File: config.mk
export PLATFORM = sky130hd
export DESIGN_NAME = cmd_med5
export DESIGN_NICKNAME = d
export VERILOG_FILES = /design/src/hdl/cross_median_denoise_macros.svh /design/src/hdl/cmd_pkg.sv /design/src/hdl/cmd_med5.sv
export SDC_FILE = /design/constraint.sdc
export NUM_CORES = 1
export LEC_CHECK = 0
export BUFFER_PORTS_ARGS = -buffer_cell sky130_fd_sc_hd__buf_4
export CAP_MARGIN = 20
export CORE_ASPECT_RATIO = 2
export CORE_UTILIZATION = 60
export DETAILED_ROUTE_END_ITERATION = 6
export PLACE_DENSITY = 0.91
export SLEW_MARGIN = 0
export SYNTH_ARGS = -nofsm -noshare
export SYNTH_HDL_FRONTEND = slang
export SYNTH_SLANG_ARGS = --single-unit
File: constraint.sdc
create_clock -name vclk -period 11
set_clock_uncertainty 0.1 [all_clocks]
set_input_delay 0.55 -clock vclk [all_inputs]
set_output_delay 0.55 -clock vclk [all_outputs]
set_load 0.005 [all_outputs]
File: src/hdl/cross_median_denoise_macros.svh
// ----------------------------------------------------------------------------
// Cross median denoise assertion macros
// Shared concurrent assertion forms, clocked on clk_i, off during reset.
// ----------------------------------------------------------------------------
`ifndef CROSS_MEDIAN_DENOISE_MACROS_SVH
`define CROSS_MEDIAN_DENOISE_MACROS_SVH

// same-cycle implication
`define CMD_ASSERT_NOW(lbl, ant, cons, msg) \
  lbl: assert property (@(posedge clk_i) disable iff (!rst_ni) (ant) |-> (cons)) \
    else $error(msg);

// next-cycle implication
`define CMD_ASSERT_NEXT(lbl, ant, cons, msg) \
  lbl: assert property (@(posedge clk_i) disable iff (!rst_ni) (ant) |=> (cons)) \
    else $error(msg);

`endif

File: src/hdl/cmd_pkg.sv
// ----------------------------------------------------------------------------
// Cross median denoise package
// Shared types and constants for the filter, its median unit and result queue.
// ----------------------------------------------------------------------------
`default_nettype none

package cmd_pkg;

  localparam int PIX_BITS    = 8;
  localparam int COL_BITS    = 10;
  localparam int ROW_BITS    = 16;
  localparam int WIDTH_BITS  = 11;
  localparam int HEIGHT_BITS = 16;

  localparam logic [WIDTH_BITS-1:0]  WIDTH_RESET  = 11'd640;
  localparam logic [HEIGHT_BITS-1:0] HEIGHT_RESET = 16'd480;

  localparam int APB_AW = 3;
  localparam int APB_DW = 32;

  localparam logic REG_IDX_WIDTH  = 1'b0;
  localparam logic REG_IDX_HEIGHT = 1'b1;

  localparam int MAX_RESULTS = 3;
  localparam int OQ_DEPTH    = 8;
  localparam int OQ_PW       = 3;
  localparam int OQ_CW       = 4;

  typedef struct packed {
    logic [PIX_BITS-1:0] pix;
    logic [COL_BITS-1:0] col;
    logic [ROW_BITS-1:0] row;
    logic                run_last;
    logic                frame_done;
  } res_t;

endpackage

`default_nettype wire

File: src/hdl/cmd_med5.sv
// ----------------------------------------------------------------------------
// Cross median denoise median unit
// Median of five 8-bit values through a fixed min/max compare network.
// ----------------------------------------------------------------------------
`default_nettype none

module cmd_med5
  import cmd_pkg::*;
(
  input  wire logic [PIX_BITS-1:0] a_i,
  input  wire logic [PIX_BITS-1:0] b_i,
  input  wire logic [PIX_BITS-1:0] c_i,
  input  wire logic [PIX_BITS-1:0] d_i,
  input  wire logic [PIX_BITS-1:0] e_i,
  output logic      [PIX_BITS-1:0] med_o
);

  function automatic logic [PIX_BITS-1:0] min2(logic [PIX_BITS-1:0] x, logic [PIX_BITS-1:0] y);
    return (x < y) ? x : y;
  endfunction

  function automatic logic [PIX_BITS-1:0] max2(logic [PIX_BITS-1:0] x, logic [PIX_BITS-1:0] y);
    return (x > y) ? x : y;
  endfunction

  logic [PIX_BITS-1:0] lo_ab, hi_ab, lo_cd, hi_cd, f, g;

  always_comb begin
    lo_ab = min2(a_i, b_i);
    hi_ab = max2(a_i, b_i);
    lo_cd = min2(c_i, d_i);
    hi_cd = max2(c_i, d_i);
    f     = max2(lo_ab, lo_cd);
    g     = min2(hi_ab, hi_cd);
    // median of e, f, g
    med_o = max2(min2(e_i, f), min2(max2(e_i, f), g));
  end

endmodule

`default_nettype wire

==> summary.md <==
Type of the worst setup path: input pin to primary output. The clock buffer count is 0. The Yosys warning count was 0. The detailed router finished its first iteration with 75 violations. The total count of max-transition violations in the final report was 0; the total negative setup slack was 0 ps.

In this run the static leakage power is 1.61 nW. In this run the power density over the cells is 308 nW/um^2. Counting stages on the worst path, the most repeated cell is sky130_fd_sc_hd__nor2_1. The design has 0 sequential cells. Final weighted congestion in routability-driven placement: 0.979. The die covers 4670 um^2. The top-level port count was 48; the height of the chip was 95.7 um. After the last flow step, the layout net total stands at 499.

The slowest cell on the critical path is sky130_fd_sc_hd__mux2_2. The headroom to the max-slew limit is 22.8%, and the aggregate global routing overflow is 0. The number of different library cells used by synthesis comes to 52. The data required time at the worst endpoint was 10350 ps; the post-route antenna net violation count was 0.

The logs give 2983 for the via count of the first global-routing pass and 0% for the proportion of synthesized chip area in sequential cells. The average wire length per cell after detail routing was 17.0 um; the number of buffers added to fix hold violations after cts was 0. The final route contains 2909 vias. Port buffering added 48 buffers. The floorplan has 33 rows.

The synthesized design spends more area on one cell type than any other, namely sky130_fd_sc_hd__ha_1. The final critical path takes up 95.1% of the cycle. The largest fanout on the critical path is 17, and the post-synthesis cell count is 366. The most used standard cell by instance count after synthesis was sky130_fd_sc_hd__inv_1.

The actual transition at the worst max-transition pin came out at 1160 ps. Initial core utilization: 63.8%. The mean area per synthesized cell was 7.19 um^2. Counting instances in the post-synthesis netlist gives the leading cell types as sky130_fd_sc_hd__inv_1 (55), sky130_fd_sc_hd__ha_1 (51), sky130_fd_sc_hd__a21oi_1 (36).

STA classifies the critical path endpoint as a primary output. Entering global routing, the biggest net connects 18 pins. The die extent in x was 48.8 um. The number of antenna violations at the first check in global routing was 0; the maximum cell stage delay along the critical path was 380 ps.

The fraction of final layout cells sized beyond drive strength 1 was 24.6%. The tool flagged a number of max-cap violations equal to 0. Detailed placement finished with a half-perimeter wire length of 6750 um. Setup repair after global routing left no endpoint under its margin. The worst path setup slack after routing is 539 ps, and the sequential cell area is 0 um^2.

Derived from the worst setup path, the maximum achievable clock frequency is 95.6 MHz. Dividing the detail-routed via count by the number of cells gives 6.35. Kind of start point of the critical path: an input pin. The path class of the tightest hold or removal check is input pin to primary output.

The time the worst path needs with I/O delays and setup works out to 10460 ps. In this run the worst setup path begins at d_i[7]. The share of synthesized area in the top cell type comes to 24.2%. For the critical path data arrival time, the log shows 9810 ps. The start point of the worst min-delay path was e_i[0]. The area growth from synthesis to layout was 15.6%. The run finished with clean final reports.

In this run the post-CTS setup repair buffer count came out at 0. Setup violations remaining at the end of the flow were counted as 0. For the first-pass GRT wire length, the log shows 12900 um. The synthesized cell area was 2630 um^2; the maximum VDD drop was 0.000410 V. In the post-synthesis netlist, the biggest area contributors are sky130_fd_sc_hd__ha_1 (24%), sky130_fd_sc_hd__mux2i_1 (9.1%), sky130_fd_sc_hd__inv_1 (7.8%), sky130_fd_sc_hd__mux2_2 (7.3%), sky130_fd_sc_hd__a21oi_1 (6.8%). The total power after layout is 0.000938 W. The final hold violation count is 0. After detailed routing, the number of remaining DRC violations is 0. Global routing consumed, over all layers together, 34.8% of the routing resources. The number of antenna diodes in the final layout is 0.

The net count of the mapped netlist is 457. The tools report the core area as 4130 um^2. After detailed routing, the total wire length is 7800 um.

The number of gates resized after CTS was 0. The run gives 92.2 ps as the pre-CTS setup slack. The first detailed-routing pass took 4 iterations.
==> logic make-up (layout without fill, tap and decap cells) <==
group	count (synthesis)	count (layout)	share of synthesized area (%)
AO/OA/AOI/OAI	104	104	30.0
adder cells (fa/ha/maj)	52	52	24.6
buffers and inverters	66	106	10.2
multiplexers	41	41	16.4
AND/OR/NAND/NOR	103	103	18.8
==> worst paths after layout <==
kind,end,slack (ps),cells past startpoint
max,med_o[6],540,52
min,med_o[0],1440,5
==> metrics by stage <==
stage,area [um^2],instances,utilization [%],hold slack [ps]
global placement,3020,458,73.1,1450
CTS,3020,458,73.1,1450
global route,3040,458,73.7,1490
floorplan,2630,366,-,1240
detailed placement,3020,458,73.1,1440
finish,3040,458,73.7,1440
==> cells in the final DEF, fill, tap and decap left out, types with 7 or more instances in the layout <==
cell type	netlist	final
sky130_fd_sc_hd__mux2i_1	24	23
sky130_fd_sc_hd__ha_1	51	51
sky130_fd_sc_hd__buf_4	1	51
sky130_fd_sc_hd__nand2_1	31	31
sky130_fd_sc_hd__nor2_1	33	32
sky130_fd_sc_hd__o21ai_0	14	12
sky130_fd_sc_hd__a21o_1	7	7
sky130_fd_sc_hd__a21oi_1	36	35
sky130_fd_sc_hd__mux2_2	17	17
sky130_fd_sc_hd__o21a_1	11	11
sky130_fd_sc_hd__inv_1	55	55
sky130_fd_sc_hd__nand4_1	9	9
==> power breakdown <==
part	switching, W	total (W)	leakage (nW)	internal, W
registers	0	0	0	0
logic	0.000502	0.000938	1.61	0.000435
clock network	0	0	0	0
total	0.000502	0.000938	1.61	0.000435
==> area by class of cell <==
| class | instances | area (um^2) |
|---|---|---|
| Tap cell | 52 | 65.1 |
| Multi-Input combinational cell | 300 | 2390 |
| Timing Repair Buffer | 51 | 383 |
| Inverter | 55 | 206 |
| Fill cell | 347 | 1080 |
==> critical path, delay by kind of cell <==
family	cells	cell delay, ps
compound gates	21	3900
simple gates	19	2620
mux	1	380
buf+inv	6	760
fa+ha+maj	5	1560
==> routing by layer <==
metal	vias to the layer above	share of wire (%)	track usage, %
met5	-	0	0
met4	0	6.8	22.1
met3	43	2.9	1.59
met2	104	56	71.9
met1	1363	34	32.0
li1	1399	-	-
Note: power is estimated with default switching activity, not from simulation.
