<file path="config.mk">
export PLATFORM = sky130hd
export DESIGN_NAME = cmd_outq
export DESIGN_NICKNAME = d
export VERILOG_FILES = /design/src/hdl/cmd_pkg.sv /design/src/hdl/cmd_outq.sv
export VERILOG_INCLUDE_DIRS = /design/src /design/src/hdl
export SDC_FILE = /design/constraint.sdc
export NUM_CORES = 1
export LEC_CHECK = 0
export BUFFER_PORTS_ARGS = -buffer_cell sky130_fd_sc_hd__buf_4
export CAP_MARGIN = 25
export CORE_MARGIN = 2
export CORE_UTILIZATION = 35
export DETAILED_ROUTE_END_ITERATION = 10
export HOLD_SLACK_MARGIN = 0.02
export PLACE_DENSITY = 0.49
export SYNTH_ARGS = -nofsm -noshare
export SYNTH_HDL_FRONTEND = slang
export SYNTH_SLANG_ARGS = --single-unit
</file>
<file path="constraint.sdc">
create_clock -name clk_i -period 4.3 [get_ports clk_i]
set_input_delay 0.86 -clock clk_i [delete_from_list [all_inputs] [get_ports clk_i]]
set_output_delay 0.86 -clock clk_i [all_outputs]
set_load 0.01 [all_outputs]
</file>
<file path="src/hdl/cross_median_denoise_macros.svh">
// ----------------------------------------------------------------------------
// Cross median denoise assertion macros
// Shared concurrent assertion forms, clocked on clk_i, off during reset.
// ----------------------------------------------------------------------------
`ifndef CROSS_MEDIAN_DENOISE_MACROS_SVH
`define CROSS_MEDIAN_DENOISE_MACROS_SVH

// same-cycle implication
`define CMD_ASSERT_NOW(lbl, ant, cons, msg) \
  lbl: assert property (@(posedge clk_i) disable iff (!rst_ni) (ant) |-> (cons)) \
    else $error(msg);

// next-cycle implication
`define CMD_ASSERT_NEXT(lbl, ant, cons, msg) \
  lbl: assert property (@(posedge clk_i) disable iff (!rst_ni) (ant) |=> (cons)) \
    else $error(msg);

`endif

</file>
<file path="src/hdl/cmd_pkg.sv">
// ----------------------------------------------------------------------------
// Cross median denoise package
// Shared types and constants for the filter, its median unit and result queue.
// ----------------------------------------------------------------------------
`default_nettype none

package cmd_pkg;

  localparam int PIX_BITS    = 8;
  localparam int COL_BITS    = 10;
  localparam int ROW_BITS    = 16;
  localparam int WIDTH_BITS  = 11;
  localparam int HEIGHT_BITS = 16;

  localparam logic [WIDTH_BITS-1:0]  WIDTH_RESET  = 11'd640;
  localparam logic [HEIGHT_BITS-1:0] HEIGHT_RESET = 16'd480;

  localparam int APB_AW = 3;
  localparam int APB_DW = 32;

  localparam logic REG_IDX_WIDTH  = 1'b0;
  localparam logic REG_IDX_HEIGHT = 1'b1;

  localparam int MAX_RESULTS = 3;
  localparam int OQ_DEPTH    = 8;
  localparam int OQ_PW       = 3;
  localparam int OQ_CW       = 4;

  typedef struct packed {
    logic [PIX_BITS-1:0] pix;
    logic [COL_BITS-1:0] col;
    logic [ROW_BITS-1:0] row;
    logic                run_last;
    logic                frame_done;
  } res_t;

endpackage

`default_nettype wire

</file>
<file path="src/hdl/cmd_outq.sv">
// ----------------------------------------------------------------------------
// Cross median denoise result queue
// Takes up to three results per cycle in order, gives one per cycle on ready.
// ----------------------------------------------------------------------------
`default_nettype none

module cmd_outq
  import cmd_pkg::*;
(
  input  wire logic                   clk_i,
  input  wire logic                   rst_ni,
  input  wire logic [MAX_RESULTS-1:0] push_vld_i,
  input  res_t                        push_res_i [MAX_RESULTS],
  output logic                        out_valid_o,
  input  wire logic                   out_ready_i,
  output res_t                        out_res_o,
  output logic      [OQ_CW-1:0]       count_o
);

  `include "cross_median_denoise_macros.svh"

  res_t             mem_q [OQ_DEPTH];
  logic [OQ_PW-1:0] wptr_q, wptr_d, rptr_q, rptr_d;
  logic [OQ_CW-1:0] count_q, count_d;
  logic [OQ_CW-1:0] push_n;
  logic [OQ_PW-1:0] off_b, off_c;
  logic             pop;

  always_comb begin
    push_n  = OQ_CW'(push_vld_i[0]) + OQ_CW'(push_vld_i[1]) + OQ_CW'(push_vld_i[2]);
    off_b   = OQ_PW'(push_vld_i[0]);
    off_c   = OQ_PW'(push_vld_i[0]) + OQ_PW'(push_vld_i[1]);
    pop     = out_valid_o && out_ready_i;
    wptr_d  = wptr_q + OQ_PW'(push_n);
    rptr_d  = rptr_q + OQ_PW'(pop);
    count_d = count_q + push_n - OQ_CW'(pop);
  end

  always_ff @(posedge clk_i) begin
    if (push_vld_i[0]) begin
      mem_q[wptr_q] <= push_res_i[0];
    end
    if (push_vld_i[1]) begin
      mem_q[wptr_q + off_b] <= push_res_i[1];
    end
    if (push_vld_i[2]) begin
      mem_q[wptr_q + off_c] <= push_res_i[2];
    end
  end

  always_ff @(posedge clk_i or negedge rst_ni) begin
    if (!rst_ni) begin
      wptr_q  <= '0;
      rptr_q  <= '0;
      count_q <= '0;
    end else begin
      wptr_q  <= wptr_d;
      rptr_q  <= rptr_d;
      count_q <= count_d;
    end
  end

  assign out_valid_o = (count_q != '0);
  assign out_res_o   = mem_q[rptr_q];
  assign count_o     = count_q;

  `CMD_ASSERT_NOW(a_oq_bound, 1'b1, count_q <= OQ_CW'(OQ_DEPTH), "result queue overfilled")
  `CMD_ASSERT_NOW(a_oq_empty_ptrs, count_q == '0, rptr_q == wptr_q, "empty queue with apart pointers")

endmodule

`default_nettype wire

</file>
==> results.py <==
metrics = {
    "timing": {
        "hold_viol_final": 0,
        "finalClockSkew_ns": 0.0247,
        "setup_tns_ns": 0,
        "fmax_mhz": 266,
        "maxSlewHeadroom_pct": 38.0,
        "setup_viol": 0,
        "finalCritPeriodShare_pct": 87.3,
        "worstMarginPinSlew_ns": 0.931,
        "rsz0062_at_grt": "false",
        "finalCriticalPeriod_ns": 3.75,
        "report.final.slew_viol_count": 0,
    },
    "synthesis": {
        "synthFlopType": "edfxtp_1",
        "ys_seq_area_share_pct": 44.5,
        "yosysWarnings": 0,
        "synth_edf_count": 288,
        "async_flop_share_pct": 3.36,
        "synth_top_area_share_pct": 43.2,
        "synthCells": 2077,
        "synth.ff_latch_count": 298,
        "synth_top_cell_by_area": "edfxtp_1",
        "syn-num-nets": 2207,
        "synth_area_sq_mm": 0.0200,
        "synth_area_leaders": "edfxtp_1 (43%), a31oi_1 (9.0%), mux4_2 (8.1%)",
        "synth_cell_types": 37,
        "synth.avg_cell_area_sq_um": 9.64,
    },
    "clock_network": {
        "clk_pin_slew_ns": 0.06,
        "numCtsBuffers": 38,
        "holdBufCountCts": 0,
        "cts_root_buffer": "clkbuf_16",
        "postCtsSetupRepairBufs": 0,
        "htreeDepth": 2,
        "clock-sinks": 298,
        "clock_latency_ns": 0.59,
        "tritoncts": "built",
        "cts-resized-gates": 0,
        "cts_buffer_depth": 3,
    },
    "power": {
        "power.density_mw_per_mm2": 908,
        "leakagePower_nw": 7.23,
        "ir_drop_v": 0.000687,
    },
    "setup_path": {
        "r2r_start": "wptr_q[0]$_DFF_PN0_",
        "cp_common_cell": "buf_4",
        "crit_chain": "buf_4, mux4_2, mux2_2, buf_4",
        "cp_max_fo": 29,
        "path_class": "reg2out",
        "cpPeakStageDelay_ns": 0.88,
        "end_kind": "primary output",
        "cp_data_arrival_time_ns": 2.89,
        "crit_path_start_kind": "register",
        "rrSetupSlack_ns": 1.21,
        "r2r_end": "mem_q[0][14]$_DFFE_PP_",
        "worst_path_max_delay_cell": "dfrtp_4",
        "r2r_cells": 6,
        "critPathTopFamily": "flip-flops",
        "required_ns": 3.44,
        "worst-path-buf-inv": 2,
    },
    "job": {
        "cap_violations": 0,
    },
    "floorplanning": {
        "start_util_pct": 35.4,
        "die-area_sq_mm": 0.0591,
        "die_h_um": 243,
        "coreArea_sq_mm": 0.0565,
        "rows": 87,
        "ios": 155,
        "die_w_um": 243,
    },
    "layout": {
        "layout-drive-gt1-share_pct": 19.2,
        "final_nets": 2174,
        "instances_no_fill": 2830,
        "syn_to_final_growth_pct": 13.7,
    },
    "grt": {
        "grt_pass1_vias": 18100,
        "use_met1_pct": 36.3,
        "overflow": 0,
        "grt_pass1_wl_um": 119000,
        "grt_usage_pct": 26.6,
        "grtUsageMet2_pct": 41.6,
        "grt_max_degree": 145,
        "antenna_found_initial": 2,
        "top_usage_layer": "met2",
        "met3_usage_pct": 4.51,
    },
    "placement": {
        "dp_cells": 2760,
        "finalWeightedCongestion": 0.793,
        "portBuffers": 154,
        "dpl.hpwl_um": 43900,
    },
    "routing": {
        "drtAntennaViolNets": 0,
        "avgRoutedWirePerCell_um": 28.2,
        "vias_per_cell": 6.51,
        "wl_um": 79800,
        "first_pass_iters": 6,
        "drc": 0,
        "num_vias": 18400,
        "drt_iter0_drc": 2423,
    },
    "run_status": {
        "status": "completed",
    },
    "worst_hold_path": {
        "hold_class": "in2async",
    },
}
[flip-flops by register name, indices dropped and copies added (netlist names)]
signal and count:
count_o 4, mem_q 288, rptr_q 3, wptr_q 3
[worst max path at each step]
stage | slack (ns) | end | from | depth (start not counted)
2_1_floorplan | 0.09 | mem_q[0][0]$_DFFE_PP_ | push_vld_i[0] | 5
3_3_place_gp | 0.86 | mem_q[0][28]$_DFFE_PP_ | push_vld_i[0] | 7
3_5_place_dp | 0.79 | mem_q[0][16]$_DFFE_PP_ | push_vld_i[0] | 7
4_1_cts | 0.47 | out_res_o[26] | rptr_q[0]$_DFF_PN0_ | 4
5_1_grt | 0.39 | out_res_o[26] | rptr_q[0]$_DFF_PN0_ | 4
6_report | 0.55 | out_res_o[34] | rptr_q[0]$_DFF_PN0_ | 4
[synthesized netlist by cell type, drive strengths merged (12+ instances only)]
master,n
nand2,291
a31oi,288
edfxtp,288
nor3,288
o21ai,288
clkbuf,189
buf,107
and4b,72
mux4,72
and4,36
mux2,36
nor4bb,36
inv,15
ha,12
[placed cells by master, fill, tap and decap left out, types with 2 or more instances in the layout]
cell type	n
edfxtp_1	288
or2_2	4
clkinv_8	2
clkbuf_1	9
ha_4	2
ha_1	10
xnor2_1	2
o211ai_1	8
mux4_2	72
nand2_1	291
buf_4	214
nand2b_2	4
and4b_1	72
xor2_4	2
o21ai_0	288
nor2b_1	3
clkinv_2	3
bufinv_16	3
dfrtp_1	7
dfrtp_4	2
nand3b_1	4
and4_1	36
nand3_1	5
buf_12	9
mux2_2	36
nor4bb_1	36
xor2_1	2
clkbuf_16	39
nor3_1	288
clkinv_1	13
fa_1	4
a31oi_1	288
xnor2_4	2
inv_1	15
[stage by stage]
step,setup slack [ns],util (%),hold WS (ns),instance area [sq um],power (mW)
floorplan,0.0873,-,0.473,20000,13.0
global placement,0.856,38.2,0.547,21600,17.3
detailed placement,0.793,38.2,0.537,21600,17.4
CTS,0.472,40.3,0.113,22800,20.6
global route,0.388,40.3,0.132,22800,21.6
finish,0.547,40.3,0.123,22800,20.7
[layer usage]
layer  vias up  routed length [um]
li1       7992                   -
met3       224                7110
met5         -                  12
met1      9075               33000
met2      1132               36600
met4         2                3070
[power breakdown]
part	switching [mW]	internal [mW]	total (mW)
Sequential	0.671	5.27	5.94
Combinational	7.78	3.76	11.5
Clock	1.35	1.84	3.19
[cells by family after synthesis]
logic type,count (synthesis),synth area share (%)
adders and majority gates,16,1.15
and+or+nand+nor,750,20.5
AOI/OAI and AO/OA,586,16.6
muxes,108,10.1
buffers and inverters,311,6.73
xor gates and xnor gates,8,0.500
DFF,298,44.5
[worst reg2reg max path: cells and delay by family (launching register included)]
family	cells	cell delay (ns)
adders and majority gates	2	0.81
DFF	1	0.51
buffers and inverters	1	0.79
AOI/OAI and AO/OA	2	0.43
and+or+nand+nor	1	0.40
[final cells by class]
type / instances / area, sq um
Antenna cell: 1 / 2.50
Clock buffer: 48 / 1010
Clock inverter: 21 / 186
Fill cell: 5450 / 33700
Inverter: 15 / 56.3
Multi-Input combinational cell: 1468 / 9870
Sequential cell: 298 / 8910
Tap cell: 756 / 946
Timing Repair Buffer: 223 / 1790
No activity file was read; power rests on OpenSTA's default activity.
